$ cat config.mk
export PLATFORM = sky130hd
export DESIGN_NAME = vms_sqrt_cell
export DESIGN_NICKNAME = d
export VERILOG_FILES = /design/src/hw/rtl/vms_pkg.sv /design/src/hw/rtl/vms_sqrt_cell.sv
export SDC_FILE = /design/constraint.sdc
export NUM_CORES = 1
export LEC_CHECK = 0
export ABC_AREA = 1
export ABC_CLOCK_PERIOD_IN_PS = 800
export BUFFER_PORTS_ARGS = -buffer_cell sky130_fd_sc_hd__buf_2
export CORE_ASPECT_RATIO = 1.1
export CORE_MARGIN = 1.5
export CORE_UTILIZATION = 45
export CTS_BUF_LIST = sky130_fd_sc_hd__clkbuf_16
export CTS_CLUSTER_SIZE = 20
export DETAILED_ROUTE_END_ITERATION = 8
export PLACE_DENSITY_LB_ADDON = 0.12
export SLEW_MARGIN = 20
export SYNTH_ARGS = -nofsm -noshare
export SYNTH_HDL_FRONTEND = slang
export SYNTH_SLANG_ARGS = --single-unit
$ cat constraint.sdc
create_clock -name clk_i -period 0.8 [get_ports clk_i]
set_input_delay 0.04 -clock clk_i [delete_from_list [all_inputs] [get_ports clk_i]]
set_output_delay 0.04 -clock clk_i [all_outputs]
set_load 0.005 [all_outputs]
$ cat src/hw/rtl/vms_pkg.sv
// Types and constants shared by the plane von Mises stress pipeline.
// No dependencies.
`default_nettype none
package vms_pkg;

  localparam int DIV_STEPS  = 32;   // quotient bits of the density divide
  localparam int SQRT_STEPS = 33;   // root bits of the square root
  localparam int RAD_W      = 2 * SQRT_STEPS;
  localparam int LATENCY    = 6 + DIV_STEPS + 3 + SQRT_STEPS + 1;

  // pushed-forward stress is clamped to this magnitude
  localparam logic signed [43:0] SIG_LIM = 44'sh7FF_FFFF_FFFF;

  typedef struct packed {
    logic        [15:0] particle_tag;
    logic signed [15:0] grad_xx;
    logic signed [15:0] grad_xy;
    logic signed [15:0] grad_yx;
    logic signed [15:0] grad_yy;
    logic signed [31:0] pk_xx;
    logic signed [31:0] pk_xy;
    logic signed [31:0] pk_yx;
    logic signed [31:0] pk_yy;
    logic        [19:0] ref_density;
    logic        [19:0] cur_density;
  } vms_in_t;

  typedef struct packed {
    logic [15:0] tag_out;
    logic [31:0] equiv_stress;
    logic        bad_density;
    logic        clipped;
  } vms_res_t;

  // fields that ride along with every beat
  typedef struct packed {
    logic [15:0] tag;
    logic        bad;
    logic        clip;
  } vms_side_t;

  typedef struct packed {
    logic        neg;
    logic        ovf;
    logic [19:0] rem;
    logic [31:0] num;
    logic [31:0] quo;
  } vms_div_lane_t;

  typedef struct packed {
    vms_side_t                 side;
    logic [19:0]               ref_den;
    vms_div_lane_t [2:0]       lane;   // 0: sxx, 1: syy, 2: sxy
  } vms_div_beat_t;

  typedef struct packed {
    vms_side_t                 side;
    logic [RAD_W-1:0]          rad;
    logic [SQRT_STEPS+1:0]     rem;
    logic [SQRT_STEPS-1:0]     root;
  } vms_sqrt_beat_t;

endpackage
`default_nettype wire

$ cat src/hw/rtl/vms_sqrt_cell.sv
// One digit-by-digit square root step: two radicand bits in, one root bit out.
// Depends on vms_pkg.
`default_nettype none
module vms_sqrt_cell import vms_pkg::*; (
  input  wire logic           clk_i,
  input  wire logic           rst_ni,
  input  wire logic           valid_i,
  input  wire vms_sqrt_beat_t beat_i,
  output logic                valid_o,
  output vms_sqrt_beat_t      beat_o
);

  logic           valid_q;
  vms_sqrt_beat_t beat_q;
  vms_sqrt_beat_t beat_d;
  logic [SQRT_STEPS+3:0] part;
  logic [SQRT_STEPS+3:0] trial;

  always_comb begin
    beat_d     = beat_i;
    part       = {beat_i.rem, beat_i.rad[RAD_W-1:RAD_W-2]};
    trial      = {2'b00, beat_i.root, 2'b01};
    beat_d.rad = {beat_i.rad[RAD_W-3:0], 2'b00};
    if (part >= trial) begin
      beat_d.rem  = (SQRT_STEPS+2)'(part - trial);
      beat_d.root = {beat_i.root[SQRT_STEPS-2:0], 1'b1};
    end else begin
      beat_d.rem  = part[SQRT_STEPS+1:0];
      beat_d.root = {beat_i.root[SQRT_STEPS-2:0], 1'b0};
    end
  end

  always_ff @(posedge clk_i or negedge rst_ni) begin
    if (!rst_ni) begin
      valid_q <= 1'b0;
    end else begin
      valid_q <= valid_i;
    end
  end

  always_ff @(posedge clk_i) begin
    beat_q <= beat_d;
  end

  assign valid_o = valid_q;
  assign beat_o  = beat_q;

endmodule
`default_nettype wire

==> qor.txt, run 1 <==
Last stage: global routing
Largest cells by area after synthesis: dfxtp_1 (46%), nand2_1 (15%), inv_1 (7.1%), ha_1 (6.7%), nand3_2 (6.2%)
Syn Inst Count: 825
Die height: 129.8 um
Max clock buf depth: 2
Register bit total from synthesis: 151
Biggest area consumer among synthesized cells: dfxtp_1
Total grt overflow: 720
Synth Cell Area: 0.006581 mm2
Pin count of the biggest net entering global routing: 20
Hpwl dp: 17,880 um
Initial Utilization: 45.92%
Worst EP post-GRT repair: beat_o[60]$_DFF_P_/D
Sequential fraction of the synthesis area: 46.01%
First error: [ERROR GRT-0232] Routing congestion too high. Check the congestion heatmap in the GUI.
Place WS: -988.0 ps
Port-buffer cells: 305
H-tree depth: 4
Placed instance area: 0.009908 mm2
Placed Cells incl. Taps: 1,447
Die W: 118.3 um
Global placement routability congestion: 0.9334
Site row count: 46
CTS Root Cell: clkbuf_16
Clock Sinks: 151
Outcome: did not finish
IO Pins: 308
GRT Util Overall: 88.87%
Post-Syn Area per Cell: 7.977 um2
Number of CTS-inserted buffers: 17
Yosys warns: 0
Count of different cell masters after synthesis: 35
Worst endpoint type: sequential cell input
Synth top area share: 45.63%
==> per-layer routing <==
metal / GRT usage, % / overflow
met5: 17.19 / 0
met4: 109.2 / 190
met3: 64.16 / 2
met2: 117.4 / 525
met1: 80.11 / 3
==> cell families after synthesis <==
| kind of cell | share of synthesized area (%) |
|---|---|
| other | 0.05698 |
| and+or+nand+nor | 32.03 |
| DFF | 46.01 |
| adders and majority gates | 6.654 |
| xor gates and xnor gates | 2.262 |
| buffers and inverters | 9.410 |
| AOI/OAI and AO/OA | 3.574 |
==> per-stage QoR <==
| step | TNS [ps] | hold slack [ps] | util, % |
|---|---|---|---|
| after floorplan | -21900 | -255.6 | - |
| after global placement | -32630 | -185.7 | 69.14 |
| after detailed placement | -33320 | -184.1 | 69.14 |
| after CTS | -29460 | 7.361 | 88.82 |
==> Yosys cell counts, drive strengths merged <==
cell and instances:
a21oi 26, and2 1, o211ai 1, nand2 269, inv 129, conb 1
xor2 16, dfxtp 150, o21bai 7, dfrtp 1, nor2 63, nor3 6
o21ai 6, xnor2 1, nand4 7, nor4 3, clkinv 1, ha 35
nand3b 8, nand3 80, a21o 1, buf 12, and3 1
==> what timing repair did <==
item	in CTS
buffers inserted	19
resized for setup	169
hold buffers	151
endpoints found under the hold margin	150
gates cloned	1
pin swaps	19
endpoints found under the setup margin	187
==> run 2: changes to the inputs <==
--- a/config.mk
+++ b/config.mk
@@ -8,13 +8,10 @@
 export ABC_AREA = 1
 export ABC_CLOCK_PERIOD_IN_PS = 800
 export BUFFER_PORTS_ARGS = -buffer_cell sky130_fd_sc_hd__buf_2
-export CORE_ASPECT_RATIO = 1.1
 export CORE_MARGIN = 1.5
-export CORE_UTILIZATION = 45
-export CTS_BUF_LIST = sky130_fd_sc_hd__clkbuf_16
-export CTS_CLUSTER_SIZE = 20
+export CORE_UTILIZATION = 30
 export DETAILED_ROUTE_END_ITERATION = 8
-export PLACE_DENSITY_LB_ADDON = 0.12
+export PLACE_DENSITY_LB_ADDON = 0.15
 export SLEW_MARGIN = 20
 export SYNTH_ARGS = -nofsm -noshare
 export SYNTH_HDL_FRONTEND = slang
==> run 2 against run 1 <==
Net effect:
- the flow now finishes, with violations (setup timing)
- synthesized cell count did not move
- synthesized area did not move
==> qor.txt, run 2 <==
Outcome: finished with violations
Failing checks: setup timing
Commonest cells after routing, fill and taps aside: buf_2 (206), nand2_1 (173), buf_4 (161)
Vias per Instance: 4.293
Combinational group share of total power: 29.0%
P&R area growth vs syn: 111.3%
Fmax: 783.7 MHz
Crit share post-route: 159.5%
Antenna violations before repair: 3
Switching power: 7.423 mW
Global placement routability congestion: 0.8828
HP Class: in -> reg
RSZ-0062 raised after global routing: true
NumNets Final: 1,658
IO Pins: 308
Fillers: 1,798
Share of layout cells above drive strength 1: 58.95%
Pin count of the biggest net entering global routing: 19
Peak supply drop: 1.086 mV
H-tree depth: 4
Post-Syn Area per Cell: 7.977 um2
Met2 Usage GRT: 42.90%
Critical path arrival: 1600 ps
CTS tree: done
GRT busiest layer: met2
Commonest non-fill, non-tap cell in the layout: buf_2
Max clock buf depth: 2
Synth Cell Area: 0.006581 mm2
CP Max Fanout: 7
Vias in the first global route: 7,675
Count of different cell masters after synthesis: 35
Number of flops mapped to enable cells by yosys: 0
GRT met1 Usage: 25.43%
Final hold violation count: 0
First-pass GRT wire length: 39,180 um
Sum Neg Setup Slack: -29,900 ps
Port-buffer cells: 305
Clk pwr share: 35.6%
Die W: 151.1 um
Slew Viols, Final: 0
Hpwl dp: 19,030 um
Register bit total from synthesis: 151
Final number of setup-violating endpoints: 187
Die height: 151.1 um
DR WL/cell: 15.54 um
Sw Ratio: 30.84%
# DRC: 0
Sequential fraction of the synthesis area: 46.01%
Cell-internal power: 16.65 mW
Count leader, synth: nand2_1
Final WL: 27,400 um
Largest register FFs: 150
CP Launch Type: input port
Synth Flop Type: dfxtp_1
Site row count: 54
Final worst slack: -476.0 ps
Total grt overflow: 0
Req. time, crit path: 1130 ps
Synth cell count leaders: nand2_1 (259), dfxtp_1 (150), inv_1 (125)
Number of CTS-inserted buffers: 17
Initial DRT Pass Iterations: 5
Max Cap Violations: 0
Setup crit end kind: flip-flop
Synth top area share: 45.63%
Core Box Area: 0.02169 mm2
Reg power frac: 35.3%
CTS Root Cell: clkbuf_16
Biggest area consumer among synthesized cells: dfxtp_1
Critical path class: in -> reg
Worst-path clk slew: 80 ps
DR iter-0 viols: 295
GRT met3 Usage: 4.096%
Power density over cell area: 1731 mW/mm2
Tmin final: 1276 ps
Initial Utilization: 30.34%
Yosys warns: 0
Die area: 0.02284 mm2
Via count: 7,569
DRT antenna net count: 0
Syn Inst Count: 825
GRT Util Overall: 22.71%
Largest cells by area after synthesis: dfxtp_1 (46%), nand2_1 (15%), inv_1 (7.1%), ha_1 (6.7%), nand3_2 (6.2%)
Async SR Flop Fraction: 0.6623%
Hold Path Depth: 4
Leakage: 6.918 nW
Clock Sinks: 151
Fin Hold WS: 16.66 ps
-- run 2: worst max-delay path, cell delays in order --
cell and delay, ps:
buf_8 80, inv_4 30, ha_4 300, nand2_4 70, nor2_4 140, nand2_2 90
buf_4 140, nor2_2 120, nand2_2 90, nand2_4 90, nand2_8 100, clkbuf_16 190
nand3_2 50, nand2_1 60
-- run 2: per-stage QoR --
step / cells / cell area, um2 / setup WS (ps) / total power, mW / util [%]
floorplan: 826 / 7186 / -629.5 / 11.03 / -
global placement: 1545 / 10090 / -1057 / 13.65 / 46.54
detailed placement: 1545 / 10090 / -1069 / 13.67 / 46.54
CTS: 1754 / 13220 / -466.8 / 23.72 / 60.97
global route: 1763 / 13910 / -552.6 / 25.24 / 64.12
finish: 1763 / 13910 / -476.0 / 24.07 / 64.12
-- run 2: power groups by stage --
stage                     Clock, mW  Combinational, mW  Sequential [mW]
after floorplan                   0               2.40             8.63
after global placement            0               5.11             8.54
after detailed placement          0               5.14             8.53
after CTS                      8.79               6.53             8.40
after global routing           9.11               7.57             8.56
final                          8.58               6.99             8.50
-- run 2: path summary, 6_finish.rpt --
check	from	end	slack [ps]
hold / removal	beat_i[133]	beat_o[34]	20
setup / recovery	beat_i[20]	beat_o[64]	-480
max in group asynchronous	rst_ni	valid_o	230
min in group asynchronous	rst_ni	valid_o	460
-- run 2: final cells by class --
type | instances | area, um2 | area share, %
Timing Repair Buffer | 635 | 5170 | 37.18
Inverter | 130 | 535.5 | 3.851
Antenna cell | 2 | 5.005 | 0.03599
Sequential cell | 151 | 3126 | 22.48
Clock inverter | 15 | 202.7 | 1.458
Multi-Input combinational cell | 533 | 4091 | 29.42
Tap cell | 280 | 350.3 | 2.519
Clock buffer | 17 | 425.4 | 3.059
-- run 2: cells by family after synthesis --
group / Yosys count / share of synthesized area (%)
adders and majority gates: 35 / 6.654
DFF: 151 / 46.01
buffers and inverters: 142 / 9.410
other: 1 / 0.05698
xor gates and xnor gates: 17 / 2.262
AOI/OAI and AO/OA: 41 / 3.574
and+or+nand+nor: 438 / 32.03
-- run 2: layer usage --
| layer | routed length (um) | share of wire (%) |
|---|---|---|
| met1 | 10840 | 40 |
| met2 | 14340 | 52 |
| met3 | 1496 | 5.5 |
| met4 | 712 | 2.6 |
| met5 | 20 | 0.073 |
-- run 2: what timing repair did --
action	CTS	global route
pin swaps	94	31
hold buffers	151	1
setup endpoints to repair	187	187
hold endpoints to repair	150	1
resized for setup	218	184
buffers inserted	24	8
cloned	2	1
(Power assumes the default switching activity.)
