## config.mk

```make
export PLATFORM = sky130hd
export DESIGN_NAME = vms_div_cell
export DESIGN_NICKNAME = d
export VERILOG_FILES = /design/src/hw/rtl/vms_pkg.sv /design/src/hw/rtl/vms_div_cell.sv
export SDC_FILE = /design/constraint.sdc
export NUM_CORES = 1
export LEC_CHECK = 0
export ABC_AREA = 1
export BUFFER_PORTS_ARGS = -buffer_cell sky130_fd_sc_hd__buf_2
export CORE_AREA = 4 4 228 230
export DETAILED_ROUTE_END_ITERATION = 6
export DIE_AREA = 0 0 232 234
export PLACE_DENSITY = 0.49
export SLEW_MARGIN = 10
export SYNTH_ARGS = -nofsm -noshare
export SYNTH_HDL_FRONTEND = slang
export SYNTH_SLANG_ARGS = --single-unit
export TNS_END_PERCENT = 50
```

## constraint.sdc

```tcl
create_clock -name clk_i -period 0.8 [get_ports clk_i]
set_clock_uncertainty 0.15 [all_clocks]
set_input_delay 0.12 -clock clk_i [delete_from_list [all_inputs] [get_ports clk_i]]
set_output_delay 0.12 -clock clk_i [all_outputs]
set_load 0.05 [all_outputs]
```

## src/hw/rtl/vms_pkg.sv

```systemverilog
// Types and constants shared by the plane von Mises stress pipeline.
// No dependencies.
`default_nettype none
package vms_pkg;

  localparam int DIV_STEPS  = 32;   // quotient bits of the density divide
  localparam int SQRT_STEPS = 33;   // root bits of the square root
  localparam int RAD_W      = 2 * SQRT_STEPS;
  localparam int LATENCY    = 6 + DIV_STEPS + 3 + SQRT_STEPS + 1;

  // pushed-forward stress is clamped to this magnitude
  localparam logic signed [43:0] SIG_LIM = 44'sh7FF_FFFF_FFFF;

  typedef struct packed {
    logic        [15:0] particle_tag;
    logic signed [15:0] grad_xx;
    logic signed [15:0] grad_xy;
    logic signed [15:0] grad_yx;
    logic signed [15:0] grad_yy;
    logic signed [31:0] pk_xx;
    logic signed [31:0] pk_xy;
    logic signed [31:0] pk_yx;
    logic signed [31:0] pk_yy;
    logic        [19:0] ref_density;
    logic        [19:0] cur_density;
  } vms_in_t;

  typedef struct packed {
    logic [15:0] tag_out;
    logic [31:0] equiv_stress;
    logic        bad_density;
    logic        clipped;
  } vms_res_t;

  // fields that ride along with every beat
  typedef struct packed {
    logic [15:0] tag;
    logic        bad;
    logic        clip;
  } vms_side_t;

  typedef struct packed {
    logic        neg;
    logic        ovf;
    logic [19:0] rem;
    logic [31:0] num;
    logic [31:0] quo;
  } vms_div_lane_t;

  typedef struct packed {
    vms_side_t                 side;
    logic [19:0]               ref_den;
    vms_div_lane_t [2:0]       lane;   // 0: sxx, 1: syy, 2: sxy
  } vms_div_beat_t;

  typedef struct packed {
    vms_side_t                 side;
    logic [RAD_W-1:0]          rad;
    logic [SQRT_STEPS+1:0]     rem;
    logic [SQRT_STEPS-1:0]     root;
  } vms_sqrt_beat_t;

endpackage
`default_nettype wire

```

## src/hw/rtl/vms_div_cell.sv

```systemverilog
// One restoring divide step for the three stress lanes: one quotient bit per cell.
// Depends on vms_pkg.
`default_nettype none
module vms_div_cell import vms_pkg::*; (
  input  wire logic          clk_i,
  input  wire logic          rst_ni,
  input  wire logic          valid_i,
  input  wire vms_div_beat_t beat_i,
  output logic               valid_o,
  output vms_div_beat_t      beat_o
);

  logic          valid_q;
  vms_div_beat_t beat_q;
  vms_div_beat_t beat_d;
  logic [20:0]   trial [3];

  always_comb begin
    beat_d = beat_i;
    for (int k = 0; k < 3; k++) begin
      trial[k] = {beat_i.lane[k].rem, beat_i.lane[k].num[31]};
      beat_d.lane[k].num = {beat_i.lane[k].num[30:0], 1'b0};
      if (trial[k] >= {1'b0, beat_i.ref_den}) begin
        beat_d.lane[k].rem = 20'(trial[k] - {1'b0, beat_i.ref_den});
        beat_d.lane[k].quo = {beat_i.lane[k].quo[30:0], 1'b1};
      end else begin
        beat_d.lane[k].rem = trial[k][19:0];
        beat_d.lane[k].quo = {beat_i.lane[k].quo[30:0], 1'b0};
      end
    end
  end

  always_ff @(posedge clk_i or negedge rst_ni) begin
    if (!rst_ni) begin
      valid_q <= 1'b0;
    end else begin
      valid_q <= valid_i;
    end
  end

  always_ff @(posedge clk_i) begin
    beat_q <= beat_d;
  end

  assign valid_o = valid_q;
  assign beat_o  = beat_q;

endmodule
`default_nettype wire

```

==> flow_summary.toml, run 1 <==
[timing]
hold_violations = 12
slew_violations = 0
fin_hold_ws_ns = -0.350
worst_slack_ns = -0.732
final.min_clock_period_ns = 1.53
fin_crit_sh_pct = 191
setup_violations = 357
fmax_mhz = 653
rsz0062_at_grt = "true"

[cells_and_area]
drive_gt1_share_pct = 59.3
fillers = 4417
area_delta_synth_final_pct = 144
nets = 2746
final_area_um2 = 26100

[synthesis]
synth-seq-cells = 294
syn_avg_cell_area_um2 = 8.47
ys_types = 28
yosysSeqAreaShare_pct = 55.1
synth_area_um2 = 10700
netlist_instances = 1261
yosys_warnings = 0

[floorplan]
die_h_um = 234
rows = 82
core_area_um2 = 49900
io_pins = 596
die_w_um = 232
start_util_pct = 21.4
die_area_um2 = 54300

[worst_setup_path]
startpoint_type = "input port"
end_kind = "flop"
path_delay_family = "simple AND/OR/NAND/NOR gates"
max_stage_delay_ns = 0.26
worstPathRequired_ns = 1.08
path_buf_inv = 4
cp_num_cells = 12
crit_chain = "buf_8, clkinvlp_4, buf_6, ha_4, a21oi_4, o21a_1, nand2_2, nor2_4, nand2_8, buf_6, nand3_4, nand2_2"
critical-path-slowest-cell = "ha_4"
criticalPathCategory = "input port to flop"
crit_end = "beat_o[76]"
worstPathArrival_ns = 1.82
path_max_fanout = 5
critPathLaunch = "beat_i[276]"

[drt]
firstDrtPassIters = 5
viasPerCell = 4.08
vias = 12600
wire_per_inst_um = 22.7
first_iter_violations = 443
finalWirelength_mm = 70.3
drc = 0
drtAntennaViolNets = 0

[cts]
clk_pin_slew_ns = 0.07
cts_max_level = 2
clockBufferDepth = 3
cts-root-buf = "clkbuf_16"
cts.sinks = 294
cts_inserted_buffers = 37
tritoncts = "done"

[grt]
grt_pass1_wl_mm = 96.5
grt_max_degree = 19
grt_usage_pct = 24.6
antenna_found_initial = 20
grt_pass1_vias = 13600
overflow = 0

[placement]
dp_hpwl_mm = 54.7
gp_congestion = 0.863
io_buffers = 589
placedInstanceArea_um2 = 19100

[power_and_ir_drop]
p_leak_nw = 12.4
power_density_nw_per_um2 = 2080
power_mw = 54.1
ir_worst_vdd_uv = 1400

[status]
violations = "negative hold slack, negative setup slack"
status = "finished with violations"

[job]
max_cap_viol_count = 0

[worst_hold_path]
min_path_type = "input port to flop"
## flip-flops by register name, indices dropped and copies added, names as in the netlist
register / count
beat_o: 293
valid_o: 1
## layout make-up
class                           instances  area (um2)  share of cell area (%)
Timing Repair inverter                  3        26.3                   0.101
Multi-Input combinational cell        791        5350                    20.5
Inverter                              167         752                    2.89
Sequential cell                       294        6270                    24.1
Timing Repair Buffer                 1090       11500                    44.0
Clock buffer                           44        1000                    3.85
Tap cell                              672         841                    3.23
Antenna cell                            9        22.5                  0.0864
Clock inverter                         23         325                    1.25
## what timing repair did
item,in CTS,in global routing
setup buffers,20,4
cloned,5,2
resized for setup,620,194
hold buffers,277,7
setup endpoints to repair,357,357
pin swaps,64,58
hold endpoints to repair,292,19
## synth_stat cells
cell type	n	share of area, %
nand3_2	3	0.28
buf_4	5	0.35
a21oi_2	3	0.25
nor2_1	78	2.7
xnor2_1	3	0.25
xor2_1	25	2.0
fa_1	3	0.56
nand2_4	3	0.32
conb_1	1	0.035
nand2_2	12	0.70
o21ai_0	9	0.42
nor2_2	3	0.18
dfxtp_1	293	55
buf_6	7	0.74
nand2_1	432	15
nand3_1	80	3.7
inv_4	3	0.18
nor3_2	3	0.28
nor3_1	6	0.28
inv_1	160	5.6
ha_1	60	7.0
o21bai_1	5	0.35
a21oi_1	39	1.8
nand4_1	3	0.18
nand3b_1	14	0.98
dfrtp_1	1	0.23
inv_2	4	0.14
o21a_1	3	0.21
## layout by cell type, fill, tap and decap left out, types with 39 or more instances in the layout
cell           Yosys  final
buf_12             0    183
buf_2              0    286
buf_4              5    196
buf_8              0    118
clkbuf_16          0     39
dfxtp_2            0    285
dlygate4sd3_1      0    284
ha_4               0     45
inv_1            160    133
nand2_1          432    356
nand2_2           12     74
nand3_1           80     46
nor2_1            78     59
## where the power goes
group	switching (mW)	total [mW]	internal, mW
registers	1.08	17.3	16.2
logic	9.78	18.5	8.70
clock network	7.02	18.3	11.3
total	17.9	54.1	36.2
## worst min-delay path by stage
| stage | startpoint | slack, ns | cells after the start | end |
|---|---|---|---|---|
| finish | beat_i[258] | -0.35 | 1 | beat_o[258] |
| detailed placement | rst_ni | -0.25 | 1 | valid_o |
| global route | beat_i[258] | -0.38 | 1 | beat_o[258] |
| CTS | beat_i[258] | -0.39 | 1 | beat_o[258] |
| global placement | rst_ni | -0.26 | 1 | valid_o |
| floorplan | rst_ni | -0.33 | 0 | valid_o |
## per-stage QoR
stage	worst slack [ns]	util (%)	instances	setup TNS, ns
5_1_grt	-0.765	52.2	3088	-201.74
4_1_cts	-0.645	50.8	3074	-195.48
3_3_place_gp	-1.40	38.3	2706	-83.89
3_5_place_dp	-1.38	38.3	2706	-84.45
6_report	-0.732	52.3	3093	-186.05
2_1_floorplan	-0.852	-	1263	-60.71
## cell families (layout without fill, tap and decap cells)
| kind of cell | after synthesis | in the layout | share of synthesized area (%) |
|---|---|---|---|
| simple gates | 637 | 638 | 24.9 |
| other cells | 1 | 12 | 0.0351 |
| xor+xnor | 28 | 28 | 2.30 |
| buf+inv | 179 | 1327 | 7.03 |
| flops | 294 | 294 | 55.1 |
| compound gates | 59 | 59 | 3.06 |
| fa+ha+maj | 63 | 63 | 7.59 |
## layer usage
metal	vias to the layer above	GRT usage, %	share of wire (%)
li1	6157	-	-
met1	5810	28.1	38
met2	474	41.7	48
met3	141	9.00	8.8
met4	24	10.1	5.2
met5	-	0	0.21
No activity file was read; power rests on OpenSTA's default activity.
==> inputs of run 2 (changes only) <==
REMOVE_ABC_BUFFERS = 1   (was not set)
==> run 2 against run 1 <==
Compared with the run above:
- the run still ends with negative hold slack, negative setup slack left
- power decreased by 0.53%
- cell count rose by 0.61%
- via count increased by 1.1%
- worst hold slack worse by 0.090 ns
- critical path type unchanged
- utilization rose by 0.44 points
==> flow_summary.toml, run 2 (synthesis gave the netlist of run 1 again) <==
[status]
status = "finished with violations"
violations = "negative hold slack, negative setup slack"

[grt]
grt_usage_pct = 24.7
antenna_found_initial = 25
overflow = 0
grt_pass1_wl_mm = 96.1
grt_pass1_vias = 13700
grt_max_degree = 19

[cts]
clk_pin_slew_ns = 0.06
tritoncts = "done"
cts-root-buf = "clkbuf_16"
cts_max_level = 2
cts_inserted_buffers = 37
clockBufferDepth = 3
cts.sinks = 294

[cells_and_area]
area_delta_synth_final_pct = 146
final_area_um2 = 26300
layout_commonest_cell = "nand2_1"
largest_register_ffs = 293
nets = 2763
drive_gt1_share_pct = 60.6
final_cell_mix = "319 x nand2_1, 288 x buf_2, 283 x dlygate4sd3_1, 282 x dfxtp_2, 205 x buf_4"
postLayoutCoreUtil_pct = 52.7

[worst_hold_path]
hold_end = "beat_o[270]"
hold_depth = 1
min-delay-start = "beat_i[270]"
min_path_type = "input port to flop"

[worst_setup_path]
critical-path-slowest-cell = "ha_4"
worstPathArrival_ns = 1.80
startpoint_type = "input port"
criticalPathCategory = "input port to flop"
path_common_cell = "nand2_4"
worstPathRequired_ns = 1.11
path_buf_inv = 4
end_kind = "flop"
max_stage_delay_ns = 0.31
path_max_fanout = 5
path_delay_family = "simple AND/OR/NAND/NOR gates"
crit_chain = "buf_8, clkinvlp_4, buf_12, ha_4, nand2_4, nor2_4, nand2_2, nand3_4, nand2_4, nand2_4, nand2_4, nand2_8, buf_6, nand2_1, o21ai_1"

[drt]
drtAntennaViolNets = 0
met3RoutedLength_mm = 6.07
first_iter_violations = 484
drc = 0
wl_met2_mm = 34.1
wl_met1_mm = 25.5
viasPerCell = 4.10
vias = 12700
wire_per_inst_um = 22.6
top_layer_used = "met5"
finalWirelength_mm = 70.5
firstDrtPassIters = 5

[timing]
worst_slack_ns = -0.690
rsz0062_at_grt = "true"
slew_violations = 0
fin_crit_sh_pct = 186
fmax_mhz = 671
setup_violations = 357
hold_violations = 16
final.min_clock_period_ns = 1.49
fin_hold_ws_ns = -0.440

[placement]
dp_hpwl_mm = 54.9
io_buffers = 589
gp_congestion = 0.907
placedInstanceArea_um2 = 18800

[floorplan]
start_util_pct = 21.4
rows = 82
core_area_um2 = 49900
die_h_um = 234
die_w_um = 232
io_pins = 596
die_area_um2 = 54300

[power_and_ir_drop]
power_mw = 53.8
power_density_nw_per_um2 = 2050
p_leak_nw = 12.6
ir_worst_vdd_uv = 1490

[job]
max_cap_viol_count = 0
[run 2: cell types whose count changed in the layout (fill, tap and decap cells not counted), sizes merged]
cell,change
clkbuf,+8
buf,+19
clkinvlp,+1
bufinv,-3
dlygate4sd3,-1
inv,-3
clkinv,-4
diode,+2
[run 2: final cells by class]
type	count	area (um2)
Fill cell	4408	23600
Timing Repair Buffer	1107	11700
Sequential cell	294	6270
Multi-Input combinational cell	791	5420
Clock buffer	53	1070
Tap cell	672	841
Inverter	167	688
Clock inverter	14	209
Timing Repair inverter	3	33.8
Antenna cell	11	27.5
[run 2: what timing repair did]
item                       in CTS  in global routing
hold buffers                  272                 11
cloned                          6                  1
pin swaps                      98                 54
hold endpoints to repair      292                 23
setup endpoints to repair     357                357
resized for setup             723                279
buffers inserted               19                  4
[run 2: per-stage QoR]
| stage | hold slack (ns) | setup slack (ns) | TNS (ns) | cells |
|---|---|---|---|---|
| after floorplan | -0.326 | -0.882 | -71.00 | 1251 |
| after global placement | -0.254 | -1.47 | -87.93 | 2722 |
| after detailed placement | -0.253 | -1.47 | -87.73 | 2722 |
| after CTS | -0.479 | -0.637 | -200.19 | 3085 |
| after global routing | -0.473 | -0.755 | -204.29 | 3105 |
| final | -0.440 | -0.690 | -188.53 | 3112 |
[run 2: how the worst max path moves through the flow]
stage	start	end	slack, ns	cells past startpoint
after floorplan	beat_i[261]	beat_o[169]	-0.88	13
after global placement	beat_i[266]	beat_o[251]	-1.47	15
after detailed placement	beat_i[266]	beat_o[251]	-1.47	15
after CTS	beat_i[262]	beat_o[251]	-0.64	15
after global routing	beat_i[262]	beat_o[65]	-0.76	15
final	beat_i[262]	beat_o[65]	-0.69	15
[run 2: power breakdown]
| part | switching, mW | internal (mW) | total (mW) |
|---|---|---|---|
| registers | 1.07 | 16.2 | 17.3 |
| logic | 9.83 | 8.88 | 18.7 |
| clock network | 7.15 | 10.7 | 17.8 |
[run 2: layer usage]
metal	up-vias	global-route usage, %
met5	-	0
met4	24	13.0
met3	160	9.48
met2	444	42.6
met1	5913	26.4
li1	6204	-
